==> src/kxic_pkg.sv <==
// ----------------------------------------------------------------------------
// Key exchange initiator control package
// Word types, configuration registers, protocol state and status codes.
// ----------------------------------------------------------------------------
package kxic_pkg;

  localparam int SEQ_BITS_DEFAULT = 32;
  localparam int CFG_INDEX_W      = 2;
  localparam int CFG_DATA_W       = 16;

  localparam logic [CFG_INDEX_W-1:0] CFG_MAX_TX  = 2'd0;
  localparam logic [CFG_INDEX_W-1:0] CFG_TIMEOUT = 2'd1;
  localparam logic [CFG_INDEX_W-1:0] CFG_REPLY2  = 2'd2;
  localparam logic [CFG_INDEX_W-1:0] CFG_REPLY4  = 2'd3;

  localparam logic [7:0]  MAX_TX_RESET  = 8'd3;
  localparam logic [15:0] TIMEOUT_RESET = 16'd1000;
  localparam logic [7:0]  REPLY2_RESET  = 8'd2;
  localparam logic [7:0]  REPLY4_RESET  = 8'd4;

  localparam logic [1:0] MSG_NONE   = 2'd0;
  localparam logic [1:0] MSG_VALID  = 2'd1;
  localparam logic [1:0] MSG_REPEAT = 2'd2;

  typedef enum logic [3:0] {
    ST_IDLE    = 4'd0,
    ST_BUILD1  = 4'd1,
    ST_SEND1   = 4'd2,
    ST_WAIT1   = 4'd3,
    ST_VERIFY3 = 4'd4,
    ST_BUILD3  = 4'd5,
    ST_SEND3   = 4'd6,
    ST_WAIT3   = 4'd7,
    ST_VERIFY5 = 4'd8,
    ST_DONE    = 4'd9
  } proto_state_t;

  typedef struct packed {
    logic [7:0]  max_retransmissions;
    logic [15:0] retransmit_timeout_ms;
    logic [7:0]  reply2_type;
    logic [7:0]  reply4_type;
  } cfg_t;

  typedef struct packed {
    logic [1:0]  msg_status;
    logic [7:0]  msg_type;
    logic [31:0] now_ms;
    logic        mac_ok;
    logic        sig_ok;
    logic [31:0] rx_seq;
    logic [31:0] rx_ack_seq;
    logic [31:0] random_seq;
  } step_t;

  typedef struct packed {
    logic [3:0]  next_state;
    logic        build_first;
    logic        build_third;
    logic        transmit_first;
    logic        transmit_third;
    logic        consume_message;
    logic        abort_session;
    logic [31:0] own_seq;
    logic [31:0] expected_seq;
    logic        exchange_active;
    logic [7:0]  send_count;
  } result_t;

endpackage

==> src/kxic_cfg_regs.sv <==
// ----------------------------------------------------------------------------
// Key exchange initiator control configuration registers
// Write-only register file for retry limit, timeout and reply type codes.
// ----------------------------------------------------------------------------
module kxic_cfg_regs (
  input  logic                                clk,
  input  logic                                rst,
  input  logic                                cfg_write,
  input  logic [kxic_pkg::CFG_INDEX_W-1:0]    cfg_index,
  input  logic [kxic_pkg::CFG_DATA_W-1:0]     cfg_data,
  output kxic_pkg::cfg_t                      cfg
);
  import kxic_pkg::*;

  always_ff @(posedge clk) begin
    if (rst) begin
      cfg.max_retransmissions   <= MAX_TX_RESET;
      cfg.retransmit_timeout_ms <= TIMEOUT_RESET;
      cfg.reply2_type           <= REPLY2_RESET;
      cfg.reply4_type           <= REPLY4_RESET;
    end else if (cfg_write) begin
      case (cfg_index)
        CFG_MAX_TX:  cfg.max_retransmissions   <= cfg_data[7:0];
        CFG_TIMEOUT: cfg.retransmit_timeout_ms <= cfg_data;
        CFG_REPLY2:  cfg.reply2_type           <= cfg_data[7:0];
        CFG_REPLY4:  cfg.reply4_type           <= cfg_data[7:0];
        default: ;
      endcase
    end
  end

endmodule

==> src/kxic_core.sv <==
// ----------------------------------------------------------------------------
// Key exchange initiator control core
// Protocol state, counters and sequence registers with one-step update logic.
// ----------------------------------------------------------------------------
module kxic_core #(
  parameter int SEQ_BITS = kxic_pkg::SEQ_BITS_DEFAULT
) (
  input  logic              clk,
  input  logic              rst,
  input  logic              advance,
  input  kxic_pkg::step_t   item,
  input  kxic_pkg::cfg_t    cfg,
  output kxic_pkg::result_t result
);
  import kxic_pkg::*;

  proto_state_t        state, state_next;
  logic [7:0]          tx_count, tx_count_next;
  logic [31:0]         last_send, last_send_next;
  logic [SEQ_BITS-1:0] own_sequence, own_sequence_next;
  logic [SEQ_BITS-1:0] partner_sequence, partner_sequence_next;
  logic                active, active_next;

  logic [63:0]         rnd_ext, rx_seq_ext, ack_ext, own_ext, partner_ext;
  logic [SEQ_BITS-1:0] rnd_seq, rx_seq_inc, ack_seq;
  logic [31:0]         elapsed;
  logic [7:0]          expect_type;
  logic                timed_out, can_send, msg_valid, msg_repeat;
  logic                reply_match, wait_reject, wait_resend;
  logic                verify3_ok, verify5_ok;
  logic                b1, b3, t1, t3, cons, ab;

  assign rnd_ext    = {32'b0, item.random_seq};
  assign rx_seq_ext = {32'b0, item.rx_seq};
  assign ack_ext    = {32'b0, item.rx_ack_seq};
  assign rnd_seq    = rnd_ext[SEQ_BITS-1:0];
  assign ack_seq    = ack_ext[SEQ_BITS-1:0];
  assign rx_seq_inc = rx_seq_ext[SEQ_BITS-1:0] + SEQ_BITS'(1);

  assign elapsed     = item.now_ms - last_send;
  assign timed_out   = elapsed > {16'b0, cfg.retransmit_timeout_ms};
  assign can_send    = tx_count < cfg.max_retransmissions;
  assign expect_type = (state == ST_WAIT3) ? cfg.reply4_type : cfg.reply2_type;
  assign msg_valid   = item.msg_status == MSG_VALID;
  assign msg_repeat  = item.msg_status == MSG_REPEAT;
  assign reply_match = msg_valid && (item.msg_type == expect_type);
  assign wait_reject = msg_repeat || (msg_valid && !reply_match);
  assign wait_resend = wait_reject || (!msg_valid && !msg_repeat && timed_out);
  assign verify3_ok  = item.mac_ok && item.sig_ok;
  assign verify5_ok  = item.mac_ok && (own_sequence == ack_seq);

  always_comb begin
    case (state)
      ST_IDLE:    state_next = ST_BUILD1;
      ST_BUILD1:  state_next = ST_SEND1;
      ST_SEND1:   state_next = can_send ? ST_WAIT1 : ST_IDLE;
      ST_WAIT1:   state_next = reply_match ? ST_VERIFY3 :
                               wait_resend ? ST_SEND1 : ST_WAIT1;
      ST_VERIFY3: state_next = verify3_ok ? ST_BUILD3 : ST_SEND1;
      ST_BUILD3:  state_next = ST_SEND3;
      ST_SEND3:   state_next = can_send ? ST_WAIT3 : ST_IDLE;
      ST_WAIT3:   state_next = reply_match ? ST_VERIFY5 :
                               wait_resend ? ST_SEND3 : ST_WAIT3;
      ST_VERIFY5: state_next = verify5_ok ? ST_DONE : ST_SEND3;
      default:    state_next = ST_IDLE;
    endcase
  end

  always_comb begin
    b1                    = 1'b0;
    b3                    = 1'b0;
    t1                    = 1'b0;
    t3                    = 1'b0;
    cons                  = 1'b0;
    ab                    = 1'b0;
    tx_count_next         = tx_count;
    last_send_next        = last_send;
    own_sequence_next     = own_sequence;
    partner_sequence_next = partner_sequence;
    active_next           = active;
    case (state)
      ST_IDLE: begin
        active_next           = 1'b0;
        last_send_next        = '0;
        tx_count_next         = '0;
        own_sequence_next     = rnd_seq;
        partner_sequence_next = '0;
      end
      ST_BUILD1, ST_BUILD3: begin
        own_sequence_next = own_sequence + SEQ_BITS'(1);
        b1                = state == ST_BUILD1;
        b3                = state == ST_BUILD3;
      end
      ST_SEND1, ST_SEND3: begin
        if (can_send) begin
          tx_count_next  = tx_count + 8'd1;
          last_send_next = item.now_ms;
          t1             = state == ST_SEND1;
          t3             = state == ST_SEND3;
        end else begin
          ab = 1'b1;
        end
      end
      ST_WAIT1, ST_WAIT3: begin
        cons = wait_reject;
      end
      ST_VERIFY3: begin
        cons = 1'b1;
        if (verify3_ok) begin
          active_next           = 1'b1;
          tx_count_next         = '0;
          last_send_next        = '0;
          partner_sequence_next = rx_seq_inc;
        end
      end
      ST_VERIFY5: begin
        cons = 1'b1;
        if (verify5_ok) begin
          partner_sequence_next = rx_seq_inc;
        end
      end
      default: ;
    endcase
  end

  assign own_ext     = 64'(own_sequence_next);
  assign partner_ext = 64'(partner_sequence_next);

  always_comb begin
    result.next_state      = state_next;
    result.build_first     = b1;
    result.build_third     = b3;
    result.transmit_first  = t1;
    result.transmit_third  = t3;
    result.consume_message = cons;
    result.abort_session   = ab;
    result.own_seq         = own_ext[31:0];
    result.expected_seq    = partner_ext[31:0];
    result.exchange_active = active_next;
    result.send_count      = tx_count_next;
  end

  always_ff @(posedge clk) begin
    if (rst) begin
      state            <= ST_IDLE;
      tx_count         <= '0;
      last_send        <= '0;
      own_sequence     <= '0;
      partner_sequence <= '0;
      active           <= 1'b0;
    end else if (advance) begin
      state            <= state_next;
      tx_count         <= tx_count_next;
      last_send        <= last_send_next;
      own_sequence     <= own_sequence_next;
      partner_sequence <= partner_sequence_next;
      active           <= active_next;
    end
  end

endmodule

==> src/key_exchange_initiator_control.sv <==
// ----------------------------------------------------------------------------
// Key exchange initiator control: input word register, then result register.
// One word per cycle unless stalled; one protocol step per word in the core.
// Synchronous reset to idle with empty word registers and default registers.
// ----------------------------------------------------------------------------
module key_exchange_initiator_control #(
  parameter int SEQ_BITS = kxic_pkg::SEQ_BITS_DEFAULT
) (
  input  logic                             clk,
  input  logic                             rst,
  input  logic                             cfg_write,
  input  logic [kxic_pkg::CFG_INDEX_W-1:0] cfg_index,
  input  logic [kxic_pkg::CFG_DATA_W-1:0]  cfg_data,
  input  logic                             step_valid,
  output logic                             step_stall,
  input  kxic_pkg::step_t                  step_data,
  output logic                             result_valid,
  input  logic                             result_stall,
  output kxic_pkg::result_t                result_data
);
  import kxic_pkg::*;

  cfg_t    cfg;
  step_t   item;
  logic    item_valid;
  result_t core_result;
  logic    out_ready;
  logic    advance;

  assign out_ready  = !result_valid || !result_stall;
  assign advance    = item_valid && out_ready;
  assign step_stall = item_valid && !out_ready;

  kxic_cfg_regs u_cfg_regs (
    .clk       (clk),
    .rst       (rst),
    .cfg_write (cfg_write),
    .cfg_index (cfg_index),
    .cfg_data  (cfg_data),
    .cfg       (cfg)
  );

  kxic_core #(
    .SEQ_BITS (SEQ_BITS)
  ) u_core (
    .clk     (clk),
    .rst     (rst),
    .advance (advance),
    .item    (item),
    .cfg     (cfg),
    .result  (core_result)
  );

  always_ff @(posedge clk) begin
    if (rst) begin
      item_valid <= 1'b0;
    end else if (!step_stall) begin
      item_valid <= step_valid;
    end
  end

  always_ff @(posedge clk) begin
    if (!step_stall && step_valid) begin
      item <= step_data;
    end
  end

  always_ff @(posedge clk) begin
    if (rst) begin
      result_valid <= 1'b0;
    end else if (out_ready) begin
      result_valid <= item_valid;
    end
  end

  always_ff @(posedge clk) begin
    if (advance) begin
      result_data <= core_result;
    end
  end

endmodule

==> config.mk <==
export PLATFORM = sky130hd
export DESIGN_NAME = key_exchange_initiator_control
export DESIGN_NICKNAME = d
export VERILOG_FILES = /design/src/kxic_pkg.sv /design/src/kxic_cfg_regs.sv /design/src/kxic_core.sv /design/src/key_exchange_initiator_control.sv
export SDC_FILE = /design/constraint.sdc
export NUM_CORES = 1
export LEC_CHECK = 0
export ABC_AREA = 0
export BUFFER_PORTS_ARGS = -buffer_cell sky130_fd_sc_hd__buf_2
export CAP_MARGIN = 20
export CORE_AREA = 2 2 178 180
export CTS_BUF_LIST = sky130_fd_sc_hd__clkbuf_2
export DETAILED_ROUTE_END_ITERATION = 7
export DIE_AREA = 0 0 180 182
export PLACE_DENSITY = 0.8
export SKIP_LAST_GASP = 1
export SLEW_MARGIN = 10
export SYNTH_ARGS = -nofsm -noshare
export SYNTH_HDL_FRONTEND = slang
export SYNTH_SLANG_ARGS = --single-unit
==> constraint.sdc <==
create_clock -name clk -period 16.5 [get_ports clk]
set_clock_uncertainty 0.15 [all_clocks]
set_input_delay 0.825 -clock clk [delete_from_list [all_inputs] [get_ports clk]]
set_output_delay 0.825 -clock clk [all_outputs]
set_load 0.02 [all_outputs]
# [After elaboration in Yosys (flattened, before gate mapping)]
# Cells that the tools add are included.
# Widths: inputs -> output; s select.
[word_totals] ff_bits=374 output_inout_bits=85 wordCells=110
[op_classes] n_lt_le_gt_ge=2 muxes=24 eq_ne=17 reduce_logical=32 addsub=4
[ops] op="$pmux 32 s3" count=2
[ops] op="$mux 32" count=4
[ops] op="$add 32x1->32 const B" count=2
[ops] op="$pmux 32 s2" count=1
[ops] op="$pmux 4 s9" count=1
[ops] op="$eq 32x32->1" count=1
[ops] op="$gt 32x16->1" count=1
[ops] op="$sub 32x32->32" count=1
[ops] op="$mux 8" count=3
[ops] op="$pmux 8 s3" count=1
[ops] op="$eq 4x3->1 const B" count=4
[ops] op="$mux 4" count=3
[ops] op="$reduce_and 2->1" count=5
[ops] op="$logic_and 1x1->1" count=9
[ops] op="$add 8x1->8 const B" count=1
[ops] op="$eq 4x2->1 const B" count=2
[ops] op="$eq 8x8->1" count=1
[ops] op="$lt 8x8->1" count=1
[ops] op="$reduce_or 2->1" count=4
[ops] op="$logic_not 1->1" count=7
[ops] op="$eq 2x2->1 const B" count=3
[ops] op="$mux 3" count=2
[ops] op="$eq 2x1->1 const B" count=2
[ops] op="$eq 4x1->1 const B" count=1
[ops] op="other kinds (10)" count=17

# [Longest topological paths before layout]
[logic_depth] depth_word=11 ltp_mapped=19 depth_no_buf=18

# [Hierarchy]
# A second synthesis with hierarchy kept.
[unflattened] cells_unflattened=1700 hier_area_um2=17780.8
[by_module_without_submodules] module="kxic_core" cells_each=1307 seq_area_each_um2=2182.1 area_each_um2=9349.0 instances=1
[by_module_without_submodules] module="key_exchange_initiator_control" cells_each=233 seq_area_each_um2=6736.5 area_each_um2=6782.8 instances=1
[by_module_without_submodules] module="kxic_cfg_regs" cells_each=160 seq_area_each_um2=800.8 area_each_um2=1649.1 instances=1

# [Worst setup path after synthesis]
# No wires, ideal clock.
[synth_timing] kind="input-to-reg" startpoint="in result_stall" endpoint="reg item[0] (netlist name)" required_ns=15.695 arrival_time_ns=7.244 setup_time_ns=0.655 path_stages=2 slack_ns=8.451 path_cell_list="and3_1 -> nor2b_1"
[synth_between] elab_chain_len=6
[synth_rtl] element="from (decl)" line_no="key_exchange_initiator_control.sv:18" text="input logic result_stall,"
[synth_rtl] element="$logic_not 1->1" line_no="key_exchange_initiator_control.sv:30" text="assign out_ready = !result_valid || !result_stall;"
[synth_rtl] element="$logic_or 1x1->1" line_no="key_exchange_initiator_control.sv:30"
[synth_rtl] element="$logic_not 1->1" line_no="key_exchange_initiator_control.sv:32" text="assign step_stall = item_valid && !out_ready;"
[synth_rtl] element="$logic_and 1x1->1" line_no="key_exchange_initiator_control.sv:32"
[synth_rtl] element="$logic_not 1->1" line_no="key_exchange_initiator_control.sv:63" text="if (!step_stall && step_valid) begin"
[synth_rtl] element="$logic_and 1x1->1" line_no="key_exchange_initiator_control.sv:63"
# Every way passes these cells.
# A chain may end at the register's enable or synchronous reset.

# [Worst setup path after layout]
[layout_timing] startpoint="reg item[102] (netlist name)" endpoint="reg u_core.state[0]"
[layout_between] elab_chain_len=7 word_cells_on_any_way=9 classes_between="add/sub: 1; order compare: 1; mux: 5; reduce/logical: 2"
[layout_rtl] element="$sub 32x32->32 (*)" line_no="kxic_core.sv:40" text="assign elapsed = item.now_ms - last_send;"
[layout_rtl] element="$gt 32x16->1 (*)" line_no="kxic_core.sv:41" text="assign timed_out = elapsed > {16'b0, cfg.retransmit_timeout_ms};"
[layout_rtl] element="$logic_and 1x1->1 (*)" line_no="kxic_core.sv:48" text="assign wait_resend = wait_reject || (!msg_valid && !msg_repeat && timed_out);"
[layout_rtl] element="$logic_or 1x1->1 (*)" line_no="kxic_core.sv:48"
[layout_rtl] element="$mux 1" line_no="kxic_core.sv:58, kxic_core.sv:63"
[layout_rtl] element="$mux 4 (on tied branches)" line_no="kxic_core.sv:62, kxic_core.sv:57"
[layout_rtl] element="$pmux 4 s9 (*)" line_no="kxic_core.sv:53" text="case (state)"
[layout_rtl] element="to (signal assigned)" line_no="kxic_core.sv:152" text="state <= state_next;"
[layout_rtl] element="to (decl)" line_no="kxic_core.sv:17" text="proto_state_t state, state_next;"
# Every way passes the cells marked *; elsewhere a longest branch is shown, timed or not.

==> run metrics <==
met3 Use GR 0.0708; count of cell types in the netlist 70; placed insts around 2300; Top Usage Layer GRT met2; gr usage total 0.307; port buffer count 247; pin count of the biggest net entering global routing 77; PnR worst setup slack roughly 12 ns; status complete, no violations; antenna violations before repair 2; die width around 180 µm; Setup Slack @ Placement between 10 and 15 ns; most used flip-flop cell after synthesis edfxtp_1; Post-DP Area roughly 19000 µm²; core area 31000 µm²; crit path buf inv count 0; commonest non-fill, non-tap cell in the layout nand2_1; VDD IR max 0.0795 mV; Slowest-stage cell, CP or4_1; flops & latches, synth 374; number of global-route vias before repair 15500; latest clock arrival within the worst-skew pair a little over 1 ns; die height between 150 and 200 µm; Num CTS Buffers 93; # H-tree levels 3; CTS sink cnt 374; critical path data arrival time ~5.4 ns; clk buf depth 3; worst hold path class in2reg; fin nets between 2000 and 2500; crit path cell chain ha_1 -> a21oi_2 -> o21ai_0 -> or2_2 -> a21oi_1 -> o21ai_0 -> a21oi_1 -> xnor2_1 -> ha_1 -> a21oi_1 -> a21oi_1 -> a211oi_1 -> a21oi_1 -> or4_1 -> nor4_1 -> nand4_1 -> a31oi_1; commonest cells after routing, fill and taps aside 277 x nand2_1, 246 x buf_2, 223 x edfxtp_1; layout cell share with drive strength beyond 1 0.188; drt wl/cell 19.0 µm; unrepaired setup endpoints after global routing no; pwr/cell area around 93 nW/µm²; total number of vias between 15000 and 20000; cell mode on critical path a21oi_1; Net Count, Synth roughly 2000; delay-heaviest family, CP compound AO/OA/AOI/OAI gates; DRC Markers 0; Ports roughly 250; Final Cycle Share 0.279; synthesized netlist cell count 1784; Post-DP HPWL between 30000 and 40000 µm; cell area after layout 21600 µm²; Leakage roughly 8.6 nW; Worst setup SP type flop; Final Hold Slack 0.178 ns; clock slew at reported path FFs ~0.12 ns; Slew @ Worst Pin about 1.1 ns; post-CTS setup buffer count 0; crit-path max FO 5; CTS root buf clkbuf_2; # setup viols final 0; Highest Clock Rate around 0.22 GHz; crit path time final 4.60 ns; fin. max-slew vios 0; Layout area overhead 22.2%; Via density between 5 and 6; placer's final routability congestion estimate between 0.9 and 1; sequential fraction of the synthesis area 0.549; grt total ovfl 0; die area 32800 µm²; Critical Path RT about 17 ns; Synth Cell Area 17700 µm²; Fin. Hold Viols 0; First-pass DRT Iterations 5; CP endpoint kind flop; Synth async-reset ratio 0; Slew HR 0.259; CP Class reg2reg; CTS tree yes; met2 usage 0.527; EDFF count, synth 223; Starting DRT DRC Count ~1400; post-route insts no fill between 2000 and 3000; initial core utilization 0.571; first-pass GRT wire length roughly 80000 µm; YS warnings 0; crit-path max cell delay ~0.52 ns; synthesized area per cell about 9.9 µm²; Post-DRT Antenna Nets 0; WL final slightly above 50000 µm; M1 GR Usage 0.366; number of core rows 65; max_cap viols 0; setup_tns 0 ns
## metrics by stage
| step | utilization | power, W |
|---|---|---|
| final | 0.698 | 0.00201 |
| after floorplan | - | 0.00125 |
| after detailed placement | 0.618 | 0.00134 |
| after global routing | 0.698 | 0.00210 |
| after global placement | 0.618 | 0.00133 |
| after CTS | 0.697 | 0.00200 |
## where the power goes
part           total, W  internal [W]  switching [W]
Combinational  0.000285      0.000110       0.000175
Clock          0.000656      0.000261       0.000395
Sequential      0.00107       0.00104      0.0000324
Total           0.00201       0.00141       0.000602
## routing by layer
layer / vias up / wire length (µm)
met5: - / 0
met4: 0 / 2050
met3: 146 / 4300
met2: 828 / 25300
met1: 7390 / 19400
li1: 7307 / -
## cell families after synthesis
logic type,share of synthesized area
compound gates,0.146
xor+xnor,0.0431
flops,0.549
fa+ha+maj,0.0429
simple gates,0.173
buf+inv,0.0388
mux,0.00679
## worst paths after layout
kind / startpoint / end / slack [ns] / depth (start not counted)
setup / recovery: item[102]$_DFFE_PP_ / u_core.state[0]$_SDFFE_PP0P_ / 11.90 / 17
hold / removal: rst / u_core.partner_sequence[3]$_SDFFE_PP0P_ / 0.18 / 2
setup reg to reg: item[102]$_DFFE_PP_ / u_core.state[0]$_SDFFE_PP0P_ / 11.90 / 17
hold reg to reg: u_core.last_send[27]$_SDFFE_PP0P_ / u_core.last_send[27]$_SDFFE_PP0P_ / 0.31 / 2
## what timing repair did
item | in CTS | in global routing
hold endpoints to repair | 182 | 0
resized for setup | 0 | 0
hold buffers | 158 | 0
## flip-flops by register name (all words and copies together), names as in the netlist
name and flops:
u_cfg_regs.cfg 40, result_data 83, u_core.state 4, u_core.last_send 32, u_core.active 1, item_valid 1
item 140, result_valid 1, u_core.tx_count 8, u_core.partner_sequence 32, u_core.own_sequence 32
## cells in the mapped netlist, types with 12 or more instances
cell type	instances	area, µm²
nand3_1	66	330
nor3_1	34	170
nor4_1	22	138
xnor2_1	32	280
o21ai_0	88	440
dfxtp_1	151	3020
a21o_1	17	128
a211oi_1	14	105
nand2_1	278	1040
inv_1	79	297
and3_1	19	119
edfxtp_1	223	6700
o211ai_1	20	150
nand4_1	30	188
o31a_1	20	175
a221o_1	12	120
a22oi_1	14	105
ha_1	59	738
a21oi_1	136	681
xor2_1	55	482
nor2_1	149	559
nand2b_1	14	87.6
mux2i_1	12	120
clkbuf_1	81	304
## cell type report
type                            count  area (µm²)
Clock buffer                      143         716
Fill cell                        2247        9360
Clock inverter                     30         165
Inverter                           81         307
Antenna cell                        2        5.00
Sequential cell                   374        9720
Timing Repair Buffer              415        2900
Tap cell                          402         503
Multi-Input combinational cell   1233        7310
Note: power is estimated with default switching activity, not from simulation.
